$ cat config.mk
export PLATFORM = sky130hd
export DESIGN_NAME = radix_digit_emitter_flat
export DESIGN_NICKNAME = d
export VERILOG_FILES = /design/src/rde_pkg.sv /design/src/rde_if.sv /design/src/rde_ram.sv /design/src/rde_fifo.sv /design/src/rde_front.sv /design/src/rde_back.sv /design/src/radix_digit_emitter.sv /design/src/flat_wrapper.sv
export SDC_FILE = /design/constraint.sdc
export NUM_CORES = 1
export LEC_CHECK = 0
export BUFFER_PORTS_ARGS = -buffer_cell sky130_fd_sc_hd__buf_2
export CORE_MARGIN = 2
export CORE_UTILIZATION = 55
export DETAILED_ROUTE_END_ITERATION = 10
export PLACE_DENSITY = 0.72
export SYNTH_ARGS = -nofsm -noshare
export SYNTH_HDL_FRONTEND = slang
export SYNTH_SLANG_ARGS = --single-unit
$ cat constraint.sdc
create_clock -name clock -period 18.6 [get_ports clock]
set_input_delay 0 -clock clock [delete_from_list [all_inputs] [get_ports clock]]
set_output_delay 0 -clock clock [all_outputs]
set_load 0.1 [all_outputs]
$ cat src/rde_pkg.sv
// ----------------------------------------------------------------------------
// Radix digit emitter package
// Widths, character codes, state types and digit helpers shared by the block.
// ----------------------------------------------------------------------------
package rde_pkg;

   localparam int FRAC_W     = 27;
   localparam int BASE_W     = 5;
   localparam int CHAR_W     = 7;
   localparam int DIGIT_W    = 4;
   localparam int PROD_W     = FRAC_W + DIGIT_W;
   localparam int FRAC_QBITS = 4;
   localparam int DIV_STEPS  = 8;
   localparam int STEP_W     = 3;

   localparam logic [FRAC_W-1:0]  FRAC_SCALE = 27'd100000000;
   localparam logic [FRAC_W-1:0]  FRAC_MAX   = 27'd99999999;
   localparam logic [BASE_W-1:0]  BASE_MIN   = 5'd2;
   localparam logic [BASE_W-1:0]  BASE_MAX   = 5'd16;
   localparam logic [DIGIT_W-1:0] DIGIT_TEN  = 4'd10;

   localparam logic [CHAR_W-1:0] CHAR_NONE  = 7'h00;
   localparam logic [CHAR_W-1:0] CHAR_MINUS = 7'h2D;
   localparam logic [CHAR_W-1:0] CHAR_DOT   = 7'h2E;
   localparam logic [CHAR_W-1:0] CHAR_ZERO  = 7'h30;
   localparam logic [CHAR_W-1:0] CHAR_NINE  = 7'h39;
   localparam logic [CHAR_W-1:0] CHAR_UPPER = 7'h41;
   localparam logic [CHAR_W-1:0] CHAR_HEXF  = 7'h46;

   typedef enum logic [1:0] {
      BK_IDLE,
      BK_CALC,
      BK_EMIT
   } back_state_type;

   typedef enum logic [2:0] {
      KIND_SIGN,
      KIND_INT,
      KIND_DOT,
      KIND_FRAC,
      KIND_ERR
   } char_kind_type;

   typedef struct packed {
      logic bad;
      logic negative;
      logic frac_nz;
   } cmd_flags_type;

   function automatic logic [CHAR_W-1:0] digit_glyph(input logic [DIGIT_W-1:0] d);
      if (d < DIGIT_TEN) begin
         return CHAR_ZERO + CHAR_W'(d);
      end else begin
         return CHAR_UPPER + CHAR_W'(d - DIGIT_TEN);
      end
   endfunction

   // Divisor for one restoring step of a fraction digit: the scale shifted
   // to the weight of the quotient bit that the step decides.
   function automatic logic [PROD_W-1:0] frac_divisor(input logic [STEP_W-1:0] step);
      logic [PROD_W-1:0] s;
      s = PROD_W'(FRAC_SCALE);
      case (step)
         3'd1:    return s << 3;
         3'd2:    return s << 2;
         3'd3:    return s << 1;
         default: return s;
      endcase
   endfunction

endpackage

$ cat src/rde_if.sv
// ----------------------------------------------------------------------------
// Radix digit emitter channel interfaces
// Valid/ready channels for the number items and the character results.
// ----------------------------------------------------------------------------
interface rde_req_if #(parameter int INT_BITS = 31);
   import rde_pkg::*;

   logic                valid;
   logic                ready;
   logic                negative;
   logic [INT_BITS-1:0] int_part;
   logic [FRAC_W-1:0]   frac_units;
   logic [BASE_W-1:0]   base;

   modport source (output valid, negative, int_part, frac_units, base, input ready);
   modport sink   (input valid, negative, int_part, frac_units, base, output ready);
endinterface

interface rde_rsp_if;
   import rde_pkg::*;

   logic              valid;
   logic              ready;
   logic [CHAR_W-1:0] char_code;
   logic              last;
   logic              error;

   modport source (output valid, char_code, last, error, input ready);
   modport sink   (input valid, char_code, last, error, output ready);
endinterface

$ cat src/rde_ram.sv
// ----------------------------------------------------------------------------
// Radix digit emitter generic RAM
// One write port and one read port with registered read data.
// ----------------------------------------------------------------------------
module rde_ram #(
   parameter int WIDTH = 8,
   parameter int DEPTH = 32,
   localparam int AW   = $clog2(DEPTH)
) (
   input  logic             clock,
   input  logic             wr_en,
   input  logic [AW-1:0]    wr_addr,
   input  logic [WIDTH-1:0] wr_data,
   input  logic             rd_en,
   input  logic [AW-1:0]    rd_addr,
   output logic [WIDTH-1:0] rd_data
);
   logic [WIDTH-1:0] mem_ff [DEPTH];
   logic [WIDTH-1:0] rd_data_ff;

   always_ff @(posedge clock) begin
      if (wr_en) begin
         mem_ff[wr_addr] <= wr_data;
      end
      if (rd_en) begin
         rd_data_ff <= mem_ff[rd_addr];
      end
   end

   assign rd_data = rd_data_ff;
endmodule

$ cat src/rde_fifo.sv
// ----------------------------------------------------------------------------
// Radix digit emitter command queue
// Small valid/ready queue between the classifying front and the back end.
// ----------------------------------------------------------------------------
module rde_fifo #(
   parameter int WIDTH = 8,
   parameter int DEPTH = 2
) (
   input  logic             clock,
   input  logic             reset,
   input  logic             push_valid,
   output logic             push_ready,
   input  logic [WIDTH-1:0] push_data,
   output logic             pop_valid,
   input  logic             pop_ready,
   output logic [WIDTH-1:0] pop_data
);
   localparam int PTR_W = $clog2(DEPTH);
   localparam int CNT_W = $clog2(DEPTH + 1);

   logic [WIDTH-1:0] slot_ff [DEPTH];
   logic [PTR_W-1:0] wr_ptr_ff, wr_ptr_in;
   logic [PTR_W-1:0] rd_ptr_ff, rd_ptr_in;
   logic [CNT_W-1:0] count_ff, count_in;
   logic             do_push;
   logic             do_pop;

   assign push_ready = (count_ff != CNT_W'(DEPTH));
   assign pop_valid  = (count_ff != '0);
   assign pop_data   = slot_ff[rd_ptr_ff];
   assign do_push    = push_valid && push_ready;
   assign do_pop     = pop_valid && pop_ready;

   always_comb begin
      wr_ptr_in = wr_ptr_ff;
      rd_ptr_in = rd_ptr_ff;
      count_in  = count_ff;
      if (do_push) begin
         wr_ptr_in = (wr_ptr_ff == PTR_W'(DEPTH - 1)) ? '0 : wr_ptr_ff + 1'b1;
      end
      if (do_pop) begin
         rd_ptr_in = (rd_ptr_ff == PTR_W'(DEPTH - 1)) ? '0 : rd_ptr_ff + 1'b1;
      end
      if (do_push && !do_pop) begin
         count_in = count_ff + 1'b1;
      end else if (do_pop && !do_push) begin
         count_in = count_ff - 1'b1;
      end
   end

   always_ff @(posedge clock) begin
      if (reset) begin
         wr_ptr_ff <= '0;
         rd_ptr_ff <= '0;
         count_ff  <= '0;
      end else begin
         wr_ptr_ff <= wr_ptr_in;
         rd_ptr_ff <= rd_ptr_in;
         count_ff  <= count_in;
      end
   end

   always_ff @(posedge clock) begin
      if (do_push) begin
         slot_ff[wr_ptr_ff] <= push_data;
      end
   end
endmodule

$ cat src/rde_front.sv
// ----------------------------------------------------------------------------
// Radix digit emitter front end
// Takes number items, checks the base, clamps the fraction and queues a command.
// ----------------------------------------------------------------------------
module rde_front #(
   parameter int INT_BITS = 31
) (
   rde_req_if.sink req,
   output logic                                   push_valid,
   input  logic                                   push_ready,
   output logic [$bits(rde_pkg::cmd_flags_type) + rde_pkg::FRAC_W
                 + rde_pkg::BASE_W + INT_BITS - 1:0] push_data
);
   import rde_pkg::*;

   cmd_flags_type     flags;
   logic [FRAC_W-1:0] frac_sat;

   always_comb begin
      frac_sat       = (req.frac_units > FRAC_MAX) ? FRAC_MAX : req.frac_units;
      flags.bad      = (req.base < BASE_MIN) || (req.base > BASE_MAX);
      flags.negative = req.negative;
      flags.frac_nz  = (frac_sat != '0);
   end

   assign push_valid = req.valid;
   assign req.ready  = push_ready;
   assign push_data  = {flags, frac_sat, req.base, req.int_part};
endmodule

$ cat src/rde_back.sv
// ----------------------------------------------------------------------------
// Radix digit emitter back end
// Divides out the integer and fraction digits, then streams the characters.
// ----------------------------------------------------------------------------
module rde_back #(
   parameter int INT_BITS    = 31,
   parameter int FRAC_DIGITS = 4
) (
   input  logic clock,
   input  logic reset,
   input  logic                                   cmd_valid,
   output logic                                   cmd_ready,
   input  logic [$bits(rde_pkg::cmd_flags_type) + rde_pkg::FRAC_W
                 + rde_pkg::BASE_W + INT_BITS - 1:0] cmd_data,
   rde_rsp_if.source rsp
);
   import rde_pkg::*;

   localparam int FLAG_W  = $bits(cmd_flags_type);
   localparam int CMD_W   = FLAG_W + FRAC_W + BASE_W + INT_BITS;
   localparam int DIV_CYC = (INT_BITS + DIV_STEPS - 1) / DIV_STEPS;
   localparam int DIV_W   = DIV_CYC * DIV_STEPS;
   localparam int CNT_W   = (DIV_CYC > 1) ? $clog2(DIV_CYC) : 1;
   localparam int AW      = $clog2(INT_BITS);
   localparam int NW      = $clog2(INT_BITS + 1);
   localparam int FIW     = (FRAC_DIGITS > 1) ? $clog2(FRAC_DIGITS) : 1;
   localparam int FNW     = $clog2(FRAC_DIGITS + 1);

   // Command fields
   cmd_flags_type       cmd_flags;
   logic [FRAC_W-1:0]   cmd_frac;
   logic [BASE_W-1:0]   cmd_base;
   logic [INT_BITS-1:0] cmd_int;

   assign cmd_flags = cmd_flags_type'(cmd_data[CMD_W-1 -: FLAG_W]);
   assign cmd_frac  = cmd_data[CMD_W-FLAG_W-1 -: FRAC_W];
   assign cmd_base  = cmd_data[INT_BITS+BASE_W-1 -: BASE_W];
   assign cmd_int   = cmd_data[INT_BITS-1:0];

   back_state_type state_ff, state_in;

   logic                dot_ff, dot_in;
   logic [BASE_W-1:0]   base_ff, base_in;

   // Integer divider
   logic [DIV_W-1:0]    ip_ff, ip_in;
   logic [DIGIT_W-1:0]  rem_ff, rem_in;
   logic [CNT_W-1:0]    cnt_ff, cnt_in;
   logic [NW-1:0]       wp_ff, wp_in;
   logic                idone_ff, idone_in;
   logic [DIV_W-1:0]    div_q;
   logic [DIGIT_W:0]    div_r;

   // Fraction digit unit
   logic [FRAC_W-1:0]   fr_ff, fr_in;
   logic [PROD_W-1:0]   prod_ff, prod_in;
   logic [DIGIT_W-1:0]  dq_ff, dq_in;
   logic [STEP_W-1:0]   fstep_ff, fstep_in;
   logic [FNW-1:0]      fi_ff, fi_in;
   logic [FNW-1:0]      flen_ff, flen_in;
   logic                fdone_ff, fdone_in;
   logic [DIGIT_W-1:0]  fd_ff [FRAC_DIGITS];
   logic [DIGIT_W-1:0]  fd_in [FRAC_DIGITS];
   logic [PROD_W-1:0]   fdiv;
   logic                fge;
   logic [DIGIT_W-1:0]  dq_next;
   logic [PROD_W-1:0]   prod_sub;

   // Character generator and pending stage
   char_kind_type       gk_ff, gk_in;
   logic [FNW-1:0]      fe_ff, fe_in;
   logic                gen_valid;
   logic                gen_last;
   logic                p_valid_ff, p_valid_in;
   char_kind_type       p_kind_ff, p_kind_in;
   logic [DIGIT_W-1:0]  p_dig_ff, p_dig_in;
   logic                p_last_ff, p_last_in;
   logic                p_load;
   logic                out_load;
   logic                calc_en;

   // Output register
   logic                rsp_valid_ff, rsp_valid_in;
   logic [CHAR_W-1:0]   char_ff, char_in;
   logic                last_ff, last_in;
   logic                err_ff, err_in;
   logic [CHAR_W-1:0]   p_char;

   // Digit stack
   logic                ram_wr_en;
   logic                ram_rd_en;
   logic [AW-1:0]       ram_rd_addr;
   logic [DIGIT_W-1:0]  ram_rd_data;

   rde_ram #(
      .WIDTH (DIGIT_W),
      .DEPTH (INT_BITS)
   ) u_digit_ram (
      .clock   (clock),
      .wr_en   (ram_wr_en),
      .wr_addr (wp_ff[AW-1:0]),
      .wr_data (div_r[DIGIT_W-1:0]),
      .rd_en   (ram_rd_en),
      .rd_addr (ram_rd_addr),
      .rd_data (ram_rd_data)
   );

   // Next state
   always_comb begin
      state_in = state_ff;
      unique case (state_ff)
         BK_IDLE: begin
            if (cmd_valid) begin
               state_in = cmd_flags.bad ? BK_EMIT : BK_CALC;
            end
         end
         BK_CALC: begin
            if (idone_ff && fdone_ff) begin
               state_in = BK_EMIT;
            end
         end
         BK_EMIT: begin
            if (p_load && gen_last) begin
               state_in = BK_IDLE;
            end
         end
         default: state_in = BK_IDLE;
      endcase
   end

   // State outputs
   always_comb begin
      cmd_ready = 1'b0;
      calc_en   = 1'b0;
      gen_valid = 1'b0;
      unique case (state_ff)
         BK_IDLE: cmd_ready = 1'b1;
         BK_CALC: calc_en   = 1'b1;
         BK_EMIT: gen_valid = 1'b1;
         default: cmd_ready = 1'b0;
      endcase
   end

   // Eight restoring steps of the integer division per cycle; the partial
   // remainder stays below twice the base, so it fits in five bits.
   always_comb begin
      div_q = ip_ff;
      div_r = {1'b0, rem_ff};
      for (int k = 0; k < DIV_STEPS; k++) begin
         div_r = {div_r[DIGIT_W-1:0], div_q[DIV_W-1]};
         div_q = {div_q[DIV_W-2:0], 1'b0};
         if (div_r >= base_ff) begin
            div_r    = div_r - base_ff;
            div_q[0] = 1'b1;
         end
      end
   end

   // One quotient bit of a fraction digit per cycle.
   always_comb begin
      fdiv     = frac_divisor(fstep_ff);
      fge      = (prod_ff >= fdiv);
      dq_next  = {dq_ff[DIGIT_W-2:0], fge};
      prod_sub = fge ? prod_ff - fdiv : prod_ff;
   end

   // Whether the character about to enter the pending stage ends the text.
   always_comb begin
      case (gk_ff)
         KIND_SIGN: gen_last = 1'b0;
         KIND_INT:  gen_last = (wp_ff == NW'(1)) && !dot_ff;
         KIND_DOT:  gen_last = (flen_ff == '0);
         KIND_FRAC: gen_last = (fe_ff == flen_ff - 1'b1);
         KIND_ERR:  gen_last = 1'b1;
         default:   gen_last = 1'b1;
      endcase
   end

   assign out_load    = p_valid_ff && (!rsp_valid_ff || rsp.ready);
   assign p_load      = gen_valid && (!p_valid_ff || out_load);
   assign ram_rd_en   = p_load && (gk_ff == KIND_INT);
   assign ram_rd_addr = AW'(wp_ff - 1'b1);
   assign ram_wr_en   = calc_en && !idone_ff && (cnt_ff == CNT_W'(DIV_CYC - 1));

   always_comb begin
      case (p_kind_ff)
         KIND_SIGN: p_char = CHAR_MINUS;
         KIND_INT:  p_char = digit_glyph(ram_rd_data);
         KIND_DOT:  p_char = CHAR_DOT;
         KIND_FRAC: p_char = digit_glyph(p_dig_ff);
         default:   p_char = CHAR_NONE;
      endcase
   end

   // Datapath next values
   always_comb begin
      dot_in       = dot_ff;
      base_in      = base_ff;
      ip_in        = ip_ff;
      rem_in       = rem_ff;
      cnt_in       = cnt_ff;
      wp_in        = wp_ff;
      idone_in     = idone_ff;
      fr_in        = fr_ff;
      prod_in      = prod_ff;
      dq_in        = dq_ff;
      fstep_in     = fstep_ff;
      fi_in        = fi_ff;
      flen_in      = flen_ff;
      fdone_in     = fdone_ff;
      fd_in        = fd_ff;
      gk_in        = gk_ff;
      fe_in        = fe_ff;
      p_valid_in   = p_valid_ff;
      p_kind_in    = p_kind_ff;
      p_dig_in     = p_dig_ff;
      p_last_in    = p_last_ff;
      rsp_valid_in = rsp_valid_ff;
      char_in      = char_ff;
      last_in      = last_ff;
      err_in       = err_ff;

      if (cmd_ready && cmd_valid) begin
         dot_in   = cmd_flags.frac_nz;
         base_in  = cmd_base;
         ip_in    = DIV_W'(cmd_int);
         rem_in   = '0;
         cnt_in   = '0;
         wp_in    = '0;
         idone_in = 1'b0;
         fr_in    = cmd_frac;
         fstep_in = '0;
         fi_in    = '0;
         flen_in  = '0;
         fdone_in = !cmd_flags.frac_nz;
         fe_in    = '0;
         if (cmd_flags.bad) begin
            gk_in = KIND_ERR;
         end else if (cmd_flags.negative) begin
            gk_in = KIND_SIGN;
         end else begin
            gk_in = KIND_INT;
         end
      end

      if (calc_en && !idone_ff) begin
         ip_in = div_q;
         if (cnt_ff == CNT_W'(DIV_CYC - 1)) begin
            rem_in   = '0;
            cnt_in   = '0;
            wp_in    = wp_ff + 1'b1;
            idone_in = (div_q == '0);
         end else begin
            rem_in = div_r[DIGIT_W-1:0];
            cnt_in = cnt_ff + 1'b1;
         end
      end

      if (calc_en && !fdone_ff) begin
         if (fstep_ff == '0) begin
            prod_in  = {{(PROD_W - FRAC_W){1'b0}}, fr_ff}
                       * {{(PROD_W - BASE_W){1'b0}}, base_ff};
            dq_in    = '0;
            fstep_in = fstep_ff + 1'b1;
         end else begin
            prod_in = prod_sub;
            dq_in   = dq_next;
            if (fstep_ff == STEP_W'(FRAC_QBITS)) begin
               fr_in              = prod_sub[FRAC_W-1:0];
               fd_in[fi_ff[FIW-1:0]] = dq_next;
               if (dq_next != '0) begin
                  flen_in = fi_ff + 1'b1;
               end
               fi_in    = fi_ff + 1'b1;
               fdone_in = (fi_ff == FNW'(FRAC_DIGITS - 1));
               fstep_in = '0;
            end else begin
               fstep_in = fstep_ff + 1'b1;
            end
         end
      end

      if (p_load) begin
         p_kind_in = gk_ff;
         p_dig_in  = fd_ff[fe_ff[FIW-1:0]];
         p_last_in = gen_last;
         case (gk_ff)
            KIND_SIGN: gk_in = KIND_INT;
            KIND_INT: begin
               wp_in = wp_ff - 1'b1;
               if (wp_ff == NW'(1)) begin
                  gk_in = KIND_DOT;
               end
            end
            KIND_DOT:  gk_in = KIND_FRAC;
            KIND_FRAC: fe_in = fe_ff + 1'b1;
            default:   gk_in = gk_ff;
         endcase
      end

      if (p_load) begin
         p_valid_in = 1'b1;
      end else if (out_load) begin
         p_valid_in = 1'b0;
      end

      if (out_load) begin
         rsp_valid_in = 1'b1;
         char_in      = p_char;
         last_in      = p_last_ff;
         err_in       = (p_kind_ff == KIND_ERR);
      end else if (rsp.ready) begin
         rsp_valid_in = 1'b0;
      end
   end

   always_ff @(posedge clock) begin
      if (reset) begin
         state_ff     <= BK_IDLE;
         p_valid_ff   <= 1'b0;
         rsp_valid_ff <= 1'b0;
      end else begin
         state_ff     <= state_in;
         p_valid_ff   <= p_valid_in;
         rsp_valid_ff <= rsp_valid_in;
      end
   end

   always_ff @(posedge clock) begin
      dot_ff    <= dot_in;
      base_ff   <= base_in;
      ip_ff     <= ip_in;
      rem_ff    <= rem_in;
      cnt_ff    <= cnt_in;
      wp_ff     <= wp_in;
      idone_ff  <= idone_in;
      fr_ff     <= fr_in;
      prod_ff   <= prod_in;
      dq_ff     <= dq_in;
      fstep_ff  <= fstep_in;
      fi_ff     <= fi_in;
      flen_ff   <= flen_in;
      fdone_ff  <= fdone_in;
      fd_ff     <= fd_in;
      gk_ff     <= gk_in;
      fe_ff     <= fe_in;
      p_kind_ff <= p_kind_in;
      p_dig_ff  <= p_dig_in;
      p_last_ff <= p_last_in;
      char_ff   <= char_in;
      last_ff   <= last_in;
      err_ff    <= err_in;
   end

   assign rsp.valid     = rsp_valid_ff;
   assign rsp.char_code = char_ff;
   assign rsp.last      = last_ff;
   assign rsp.error     = err_ff;
endmodule

$ cat src/radix_digit_emitter.sv
// ----------------------------------------------------------------------------
// Radix digit emitter
// Turns a signed fixed-point number into its ASCII text in base 2 to 16.
//
//   Channel  Dir  Handshake          Payload
//   req      in   req.valid/ready    negative, int_part, frac_units, base
//   rsp      out  rsp.valid/ready    char_code, last, error
//
// The integer is divided by the base eight quotient bits a cycle; in parallel
// each fraction digit is found by one multiply and four restoring steps.
// Once the calculation is done, the characters are streamed out through a
// pending stage and an output register.
// A bad base skips the calculation and gives one error transfer.
// Reset is synchronous; a stalled rsp holds its character while the queue
// keeps taking up to two further items.
// ----------------------------------------------------------------------------
module radix_digit_emitter #(
   parameter int INT_BITS    = 31,
   parameter int FRAC_DIGITS = 4
) (
   input logic clock,
   input logic reset,
   rde_req_if.sink   req,
   rde_rsp_if.source rsp
);
   import rde_pkg::*;

   localparam int CMD_W = $bits(cmd_flags_type) + FRAC_W + BASE_W + INT_BITS;

   logic             push_valid;
   logic             push_ready;
   logic [CMD_W-1:0] push_data;
   logic             pop_valid;
   logic             pop_ready;
   logic [CMD_W-1:0] pop_data;

   rde_front #(
      .INT_BITS (INT_BITS)
   ) u_front (
      .req        (req),
      .push_valid (push_valid),
      .push_ready (push_ready),
      .push_data  (push_data)
   );

   rde_fifo #(
      .WIDTH (CMD_W),
      .DEPTH (2)
   ) u_queue (
      .clock      (clock),
      .reset      (reset),
      .push_valid (push_valid),
      .push_ready (push_ready),
      .push_data  (push_data),
      .pop_valid  (pop_valid),
      .pop_ready  (pop_ready),
      .pop_data   (pop_data)
   );

   rde_back #(
      .INT_BITS    (INT_BITS),
      .FRAC_DIGITS (FRAC_DIGITS)
   ) u_back (
      .clock     (clock),
      .reset     (reset),
      .cmd_valid (pop_valid),
      .cmd_ready (pop_ready),
      .cmd_data  (pop_data),
      .rsp       (rsp)
   );
endmodule

$ cat src/flat_wrapper.sv
// flat-port wrapper written by rule: the top's interface ports become plain ports
module radix_digit_emitter_flat import rde_pkg::*;
#(
   parameter int INT_BITS    = 31,
   parameter int FRAC_DIGITS = 4
)
  (clock, reset, req_valid, req_negative, req_int_part, req_frac_units, req_base, req_ready, rsp_valid, rsp_char_code, rsp_last, rsp_error, rsp_ready);
  rde_req_if #(.INT_BITS(INT_BITS)) req_i ();
  rde_rsp_if rsp_i ();
  input logic clock;
  input logic reset;
  input wire logic [$bits(req_i.valid)-1:0] req_valid;
  input wire logic [$bits(req_i.negative)-1:0] req_negative;
  input wire logic [$bits(req_i.int_part)-1:0] req_int_part;
  input wire logic [$bits(req_i.frac_units)-1:0] req_frac_units;
  input wire logic [$bits(req_i.base)-1:0] req_base;
  output wire logic [$bits(req_i.ready)-1:0] req_ready;
  output wire logic [$bits(rsp_i.valid)-1:0] rsp_valid;
  output wire logic [$bits(rsp_i.char_code)-1:0] rsp_char_code;
  output wire logic [$bits(rsp_i.last)-1:0] rsp_last;
  output wire logic [$bits(rsp_i.error)-1:0] rsp_error;
  input wire logic [$bits(rsp_i.ready)-1:0] rsp_ready;
  assign req_i.valid = req_valid;
  assign req_i.negative = req_negative;
  assign req_i.int_part = req_int_part;
  assign req_i.frac_units = req_frac_units;
  assign req_i.base = req_base;
  assign req_ready = req_i.ready;
  assign rsp_valid = rsp_i.valid;
  assign rsp_char_code = rsp_i.char_code;
  assign rsp_last = rsp_i.last;
  assign rsp_error = rsp_i.error;
  assign rsp_i.ready = rsp_ready;
  radix_digit_emitter #(.INT_BITS(INT_BITS), .FRAC_DIGITS(FRAC_DIGITS)) u_core (.clock(clock), .reset(reset), .req(req_i), .rsp(rsp_i));
endmodule
# Yosys cells after proc, flatten, opt, wreduce, memory -nomap -nowiden
# Memory sizes are Yosys's and may differ from the RTL's. A register that Yosys moved wholly into a read port is not among the register bits.
# Cells that the tools add are included.
[totals]
regBits = 168
ram_bits = 256
word_cells = 245
n_memories = 2
[memory_table]
columns = ["memory", "words", "word_bits", "read_ports", "rd_clocked_by_memory_dff", "wr", "line", "source"]
rows = [
  ["u_core.u_queue.slot_ff", 2, 66, 1, 1, 1, "rde_fifo.sv:21", "logic [WIDTH-1:0] slot_ff [DEPTH];"],
  ["u_core.u_back.u_digit_ram.mem_ff", 31, 4, 1, 1, 1, "rde_ram.sv:18", "logic [WIDTH-1:0] mem_ff [DEPTH];"],
]
[op_classes]
n_addsub = 26
mul = 1
order_cmp = 17
eq_ne = 22
n_mux = 98
n_bitwise = 3
reduce_logical = 43
[op_table]
columns = ["op", "count"]
rows = [
  ["27-bit 2-to-1 mux", 5],
  ["30-bit case mux with 3 select lines", 1],
  ["32-bit 2-to-1 mux", 2],
  ["31-bit 2-to-1 mux", 2],
  ["3-bit 2-to-1 mux", 20],
  ["4-bit 2-to-1 mux", 14],
  ["5-bit greater-or-equal comparator", 8],
  ["32-bit logical NOT", 1],
  ["4-bit subtractor", 8],
  ["31-bit by 30-bit greater-or-equal comparator with 1-bit output", 1],
  ["27-bit by 5-bit multiplier with 31-bit output", 1],
  ["1-bit 2-to-1 mux", 31],
  ["31-bit subtractor", 1],
  ["7-bit case mux with 4 select lines", 1],
  ["27-bit > comparator (second input constant)", 1],
  ["27-bit nonzero test", 1],
  ["5-bit 2-to-1 mux", 5],
  ["3-bit by 2-bit equality test with 1-bit output (second input constant)", 7],
  ["2-bit 2-to-1 mux", 9],
  ["16-bit bitwise mux", 1],
  ["6-bit by 4-bit adder with 7-bit output (first input constant)", 2],
  ["7-bit adder (first input constant)", 2],
  ["1-bit logical AND", 14],
  ["7-bit 2-to-1 mux", 2],
  ["37 further kinds", 70],
]

# Longest topological paths before layout
[depth]
depth_word = 19
depth_mapped = 62

# Cells and area by module
# A second synthesis with hierarchy kept.
[hier_totals]
cells_unflattened = 2218
area_unflattened_um2 = 25084.1
[modules_own_cells]
columns = ["mod", "instances", "cells_each", "area_per_inst_um2"]
rows = [
  ["rde_back", 1, 1611, 14264.9],
  ["rde_ram", 1, 285, 5163.7],
  ["rde_fifo", 1, 229, 4992.3],
  ["rde_front", 1, 93, 663.1],
]

# Least setup slack after synthesis
# No wires, ideal clock.
[synth_path]
path_type = "register -> register"
from = "register u_core.u_back.base_ff[1]"
to = "memory u_core.u_back.u_digit_ram.mem_ff[0][2] (netlist name) (data pin)"
arrival_time_ns = 12.813
required_ns = 18.229
slack_ns = 5.415
path_stages_with_launch = 62
synth_period_minus_slack_ns = 13.185
path_cell_list = "edfxtp_1 > clkbuf_1 > inv_1 > ha_1 > nor2b_1 > o21ai_1 > nand3b_1 > a21o_1 > a21o_1 > mux2_2 > inv_1 > ha_1 > nor2b_1 > o21ai_1 > a31oi_1 > o21ai_0 > nand2b_1 > clkbuf_1 > [... 26 more ...] > a21o_1 > a21oi_1 > mux2_2 > inv_1 > ha_1 > a21o_1 > a21o_1 > a21o_1 > a21oi_2 > mux2i_1 > ha_1 > a21o_1 > a21o_1 > a21o_1 > a21o_1 > inv_1 > nor2_1 > a21oi_1"
[synth_via]
elab_chain_len = 16
word_cells_on_any_way = 24
[synth_lines]
columns = ["element", "line", "source"]
rows = [
  ["from (decl)", "rde_back.sv:43", "logic [BASE_W-1:0] base_ff, base_in;"],
  ["from (signal assigned)", "rde_back.sv:331", "base_ff <= base_in;"],
  ["4-bit subtractor or 5-bit greater-or-equal comparator (tied branches)", "rde_back.sv:153, rde_back.sv:152", ""],
  ["4-bit 2-to-1 mux", "rde_back.sv:152", "if (div_r >= base_ff) begin"],
  ["4-bit subtractor or 5-bit greater-or-equal comparator (tied branches)", "rde_back.sv:153, rde_back.sv:152", ""],
  ["4-bit 2-to-1 mux", "rde_back.sv:152", ""],
  ["4-bit subtractor or 5-bit greater-or-equal comparator (tied branches)", "rde_back.sv:153, rde_back.sv:152", ""],
  ["4-bit 2-to-1 mux", "rde_back.sv:152", ""],
  ["5-bit greater-or-equal comparator or 4-bit subtractor (tied branches)", "rde_back.sv:152, rde_back.sv:153", ""],
  ["4-bit 2-to-1 mux", "rde_back.sv:152", ""],
  ["4-bit subtractor or 5-bit greater-or-equal comparator (tied branches)", "rde_back.sv:153, rde_back.sv:152", ""],
  ["4-bit 2-to-1 mux", "rde_back.sv:152", ""],
  ["4-bit subtractor or 5-bit greater-or-equal comparator (tied branches)", "rde_back.sv:153, rde_back.sv:152", ""],
  ["4-bit 2-to-1 mux", "rde_back.sv:152", ""],
  ["5-bit greater-or-equal comparator or 4-bit subtractor (tied branches)", "rde_back.sv:152, rde_back.sv:153", ""],
  ["4-bit 2-to-1 mux", "rde_back.sv:152", ""],
  ["4-bit subtractor or 5-bit greater-or-equal comparator (tied branches)", "rde_back.sv:153, rde_back.sv:152", ""],
  ["4-bit 2-to-1 mux (*)", "rde_back.sv:152", ""],
  ["named net u_core.u_back.div_r[2]", "rde_back.sv:52", "logic [DIGIT_W:0] div_r;"],
  ["to (decl)", "rde_ram.sv:18", ""],
]
# The timed path passes the listed nets; every way through them passes the cells marked *.

# Worst setup path after layout
[layout_path]
from = "register u_core.u_back.base_ff[2]"
to = "memory u_core.u_back.u_digit_ram.mem_ff[25][2] (netlist name) (data pin)"
[layout_via]
elab_chain_len = 16
word_cells_on_any_way = 24
[layout_lines]
columns = ["element", "line"]
rows = [
  ["4-bit subtractor or 5-bit greater-or-equal comparator (tied branches)", "rde_back.sv:153, rde_back.sv:152"],
  ["4-bit 2-to-1 mux", "rde_back.sv:152"],
  ["4-bit subtractor or 5-bit greater-or-equal comparator (tied branches)", "rde_back.sv:153, rde_back.sv:152"],
  ["4-bit 2-to-1 mux", "rde_back.sv:152"],
  ["5-bit greater-or-equal comparator or 4-bit subtractor (tied branches)", "rde_back.sv:152, rde_back.sv:153"],
  ["4-bit 2-to-1 mux", "rde_back.sv:152"],
  ["4-bit subtractor or 5-bit greater-or-equal comparator (tied branches)", "rde_back.sv:153, rde_back.sv:152"],
  ["4-bit 2-to-1 mux", "rde_back.sv:152"],
  ["4-bit subtractor or 5-bit greater-or-equal comparator (tied branches)", "rde_back.sv:153, rde_back.sv:152"],
  ["4-bit 2-to-1 mux", "rde_back.sv:152"],
  ["4-bit subtractor or 5-bit greater-or-equal comparator (tied branches)", "rde_back.sv:153, rde_back.sv:152"],
  ["4-bit 2-to-1 mux", "rde_back.sv:152"],
  ["5-bit greater-or-equal comparator or 4-bit subtractor (tied branches)", "rde_back.sv:152, rde_back.sv:153"],
  ["4-bit 2-to-1 mux", "rde_back.sv:152"],
  ["4-bit subtractor or 5-bit greater-or-equal comparator (tied branches)", "rde_back.sv:153, rde_back.sv:152"],
  ["4-bit 2-to-1 mux (*)", "rde_back.sv:152"],
  ["named net u_core.u_back.div_r[2]", "rde_back.sv:52"],
]
# Marked as above.

==> flow_summary.toml <==
[status]
status = "finished clean"

[clock_network]
cts-hold-fix-buffers = 68
clock-sinks = 429
cts-htree-levels = 2
tritoncts = "done"
clockBufferDepth = 3
cts.clk_slew.worst_paths_ps = 60
cts_buffers = 44
worstSkewPairLatency_ps = 580
cts_root_buf = "clkbuf_16"
cts_resized = 0
post_cts_buffers = 0

[sta]
max_clock_freq_mhz = 68.7
min_period_ps = 14570
maxSlewHeadroom_pct = 10.5
finalHoldViolCount = 0
tns_ps = 0
rsz0062_at_grt = "no"
setup_viol = 0
tightest_slew_ps = 1340
maxSlewViolCount = 0
skew_ps = 19.8
post-route-period-util_pct = 78.3

[synth]
synth_area_mm2 = 0.0244
synth_nets = 2345
async_reset_ff_share_pct = 0
synthTopCellsByArea = "edfxtp_1, fa_1, ha_1"
ys_ff_latch = 429
ys_seq_area_share_pct = 50.7
synth_warnings = 0
syn_area_per_cell_um2 = 11.8
netlist.area_leader.share_pct = 46.4
synth_flop_cell = "edfxtp_1"
synth_edf_count = 377
synth_cells = 2069
synth_cell_types = 86
synth_top_area_cell = "edfxtp_1"

[route]
dr.pass1.iters = 6
drc = 0
wl_per_cell_um = 18.2
totalWireLength_um = 51500
drt-initial-drc-count = 1213
ant_nets = 0
viasPerCell = 5.73
dr_total_vias = 16200

[die]
ioPinCount = 79
initial_core_util_pct = 55.4
dieHeight_um = 215
dieArea_mm2 = 0.0460
rows = 77
die_w_um = 215
core_area_mm2 = 0.0440

[placed_design]
portBuffers = 78
gp_congestion = 0.885
dpl.hpwl_um = 35900

[job]
drv_cap = 0

[worst_setup_path]
cpPeakStageDelay_ps = 960
crit_top_cell = "a21o_1"
worstSetupPathType = "flop to flop"
required_ps = 18780
cp-end-kind = "flop"
slowest_stage = "a21oi_2"
arrival_ps = 14740
worstSetupStartpointType = "flop"
critPathMaxFanout = 31

[cells_and_area]
synthToLayoutAreaGrowth_pct = 12.3
nFillCells = 3368
final_util_pct = 62.2
drive_gt1_share_pct = 11.2
fin_nets = 2470

[grt]
grt_pass1_vias = 16100
grt-ovfl-total = 0
grt_max_degree = 68
grt_pass1_wl_um = 83700
antenna_found_initial = 1
grt.total_usage_pct = 22.6

[worst_hold_path]
hold_path_class = "primary input to flop"
-- cell type report --
cell class	count	area, um^2	share of cell area [%]
diodes	1	2.50	0.00914
clock buffers	63	1240	4.55
clock inverters	18	129	0.471
inverters	131	492	1.80
multi-input cells	1427	11200	41.0
flip-flops and latches	429	12400	45.2
well taps	592	741	2.70
repair buffers	161	1180	4.32
-- cells in the mapped netlist (5+ instances only) --
cell / n
nand2_1: 227
a211oi_2: 5
buf_2: 6
o21a_1: 5
mux2_2: 19
nand3b_1: 11
mux2i_1: 85
nor2b_1: 22
xor2_1: 29
and3_1: 9
a211oi_1: 12
nor3_1: 18
nor3b_1: 5
a21oi_1: 106
fa_1: 83
or3_1: 11
edfxtp_1: 377
a31oi_1: 13
clkbuf_1: 58
o21bai_1: 5
nand4_1: 9
nor4_1: 19
nor2_1: 137
and2_1: 73
buf_1: 14
o21ai_0: 95
dfxtp_1: 52
ha_1: 125
nand3_1: 36
xnor2_1: 42
o211ai_1: 25
o21ai_1: 15
inv_1: 128
nand2b_1: 37
mux4_2: 37
a21o_1: 38
-- metal layers --
layer,track usage [%],share of wire [%],vias to the layer above
met5,0,0,-
met2,36.5,47,469
li1,-,-,7732
met1,32.1,45,7871
met4,6.74,2.4,0
met3,3.11,5.6,95
-- worst max-delay path, delay by kind of cell (launching register included) --
family          cells  cell delay, ps
compound gates     31            6940
buf+inv             4             780
mux                 6            2200
fa+ha+maj           8            2480
flops               1             950
simple gates        6             800
-- cell usage in the layout, fill, tap and decap left out, types with 36 or more instances in the layout --
master and instances:
edfxtp_1 377, nand2b_1 37, xnor2_1 42, fa_1 83, o21ai_0 93, nand2_1 227
mux2i_1 85, clkbuf_16 46, and2_1 73, dfxtp_1 50, buf_2 78, ha_1 124
nand3_1 36, nor2_1 135, a21o_1 38, dlygate4sd3_1 68, inv_1 128, mux4_2 37
a21oi_1 104
-- metrics by stage --
| step | hold slack, ps | worst slack (ps) | cell area (um^2) | std cells |
|---|---|---|---|---|
| 6_report | 150 | 4030 | 27400 | 2822 |
| 5_1_grt | 147 | 2840 | 27400 | 2822 |
| 4_1_cts | 126 | 4200 | 27400 | 2821 |
| 3_3_place_gp | 190 | 4830 | 25300 | 2672 |
| 3_5_place_dp | 192 | 4290 | 25300 | 2672 |
| 2_1_floorplan | 98.9 | 5420 | 24400 | 2069 |
-- path summary, 6_finish.rpt --
check,start,end,slack [ps],depth (start not counted)
setup reg to reg,u_core.u_back.base_ff[2],u_core.u_back.u_digit_ram.mem_ff[25][2],4030,55
hold reg to reg,u_core.u_back.p_last_ff,u_core.u_back.rsp.last,480,0
setup / recovery,u_core.u_back.base_ff[2],u_core.u_back.u_digit_ram.mem_ff[25][2],4030,55
hold / removal,req_int_part[10],u_core.u_queue.slot_ff[1][10],150,2
-- state kept, by name, summed over array words and instances (netlist names), 4 cells and up, named ones only --
| name | cells |
|---|---|
| u_core.u_back.u_digit_ram.mem_ff | 124 |
| u_core.u_back.u_digit_ram.rd_data | 4 |
| u_core.u_back.rsp.char_code | 7 |
| u_core.u_back.prod_ff | 31 |
| u_core.u_back.base_ff | 5 |
| u_core.u_queue.slot_ff | 132 |
| u_core.u_back.fd_ff | 16 |
| u_core.u_back.fr_ff | 27 |
| u_core.u_back.p_dig_ff | 4 |
| u_core.u_back.wp_ff | 5 |
| u_core.u_back.rem_ff | 4 |
| u_core.u_back.ip_ff | 32 |
-- logic make-up after synthesis --
| kind of cell | after synthesis | share of synthesized area, % |
|---|---|---|
| AO/OA/AOI/OAI | 368 | 9.39 |
| XOR/XNOR | 71 | 2.55 |
| adder cells (fa/ha/maj) | 208 | 13.2 |
| buffers and inverters | 213 | 3.41 |
| flip-flops | 429 | 50.7 |
| multiplexers | 145 | 8.16 |
| AND/OR/NAND/NOR | 635 | 12.6 |
Power is left out: the tool's default activity adds up to more than one toggle a clock period on the data nets, which glitch-free logic cannot reach.
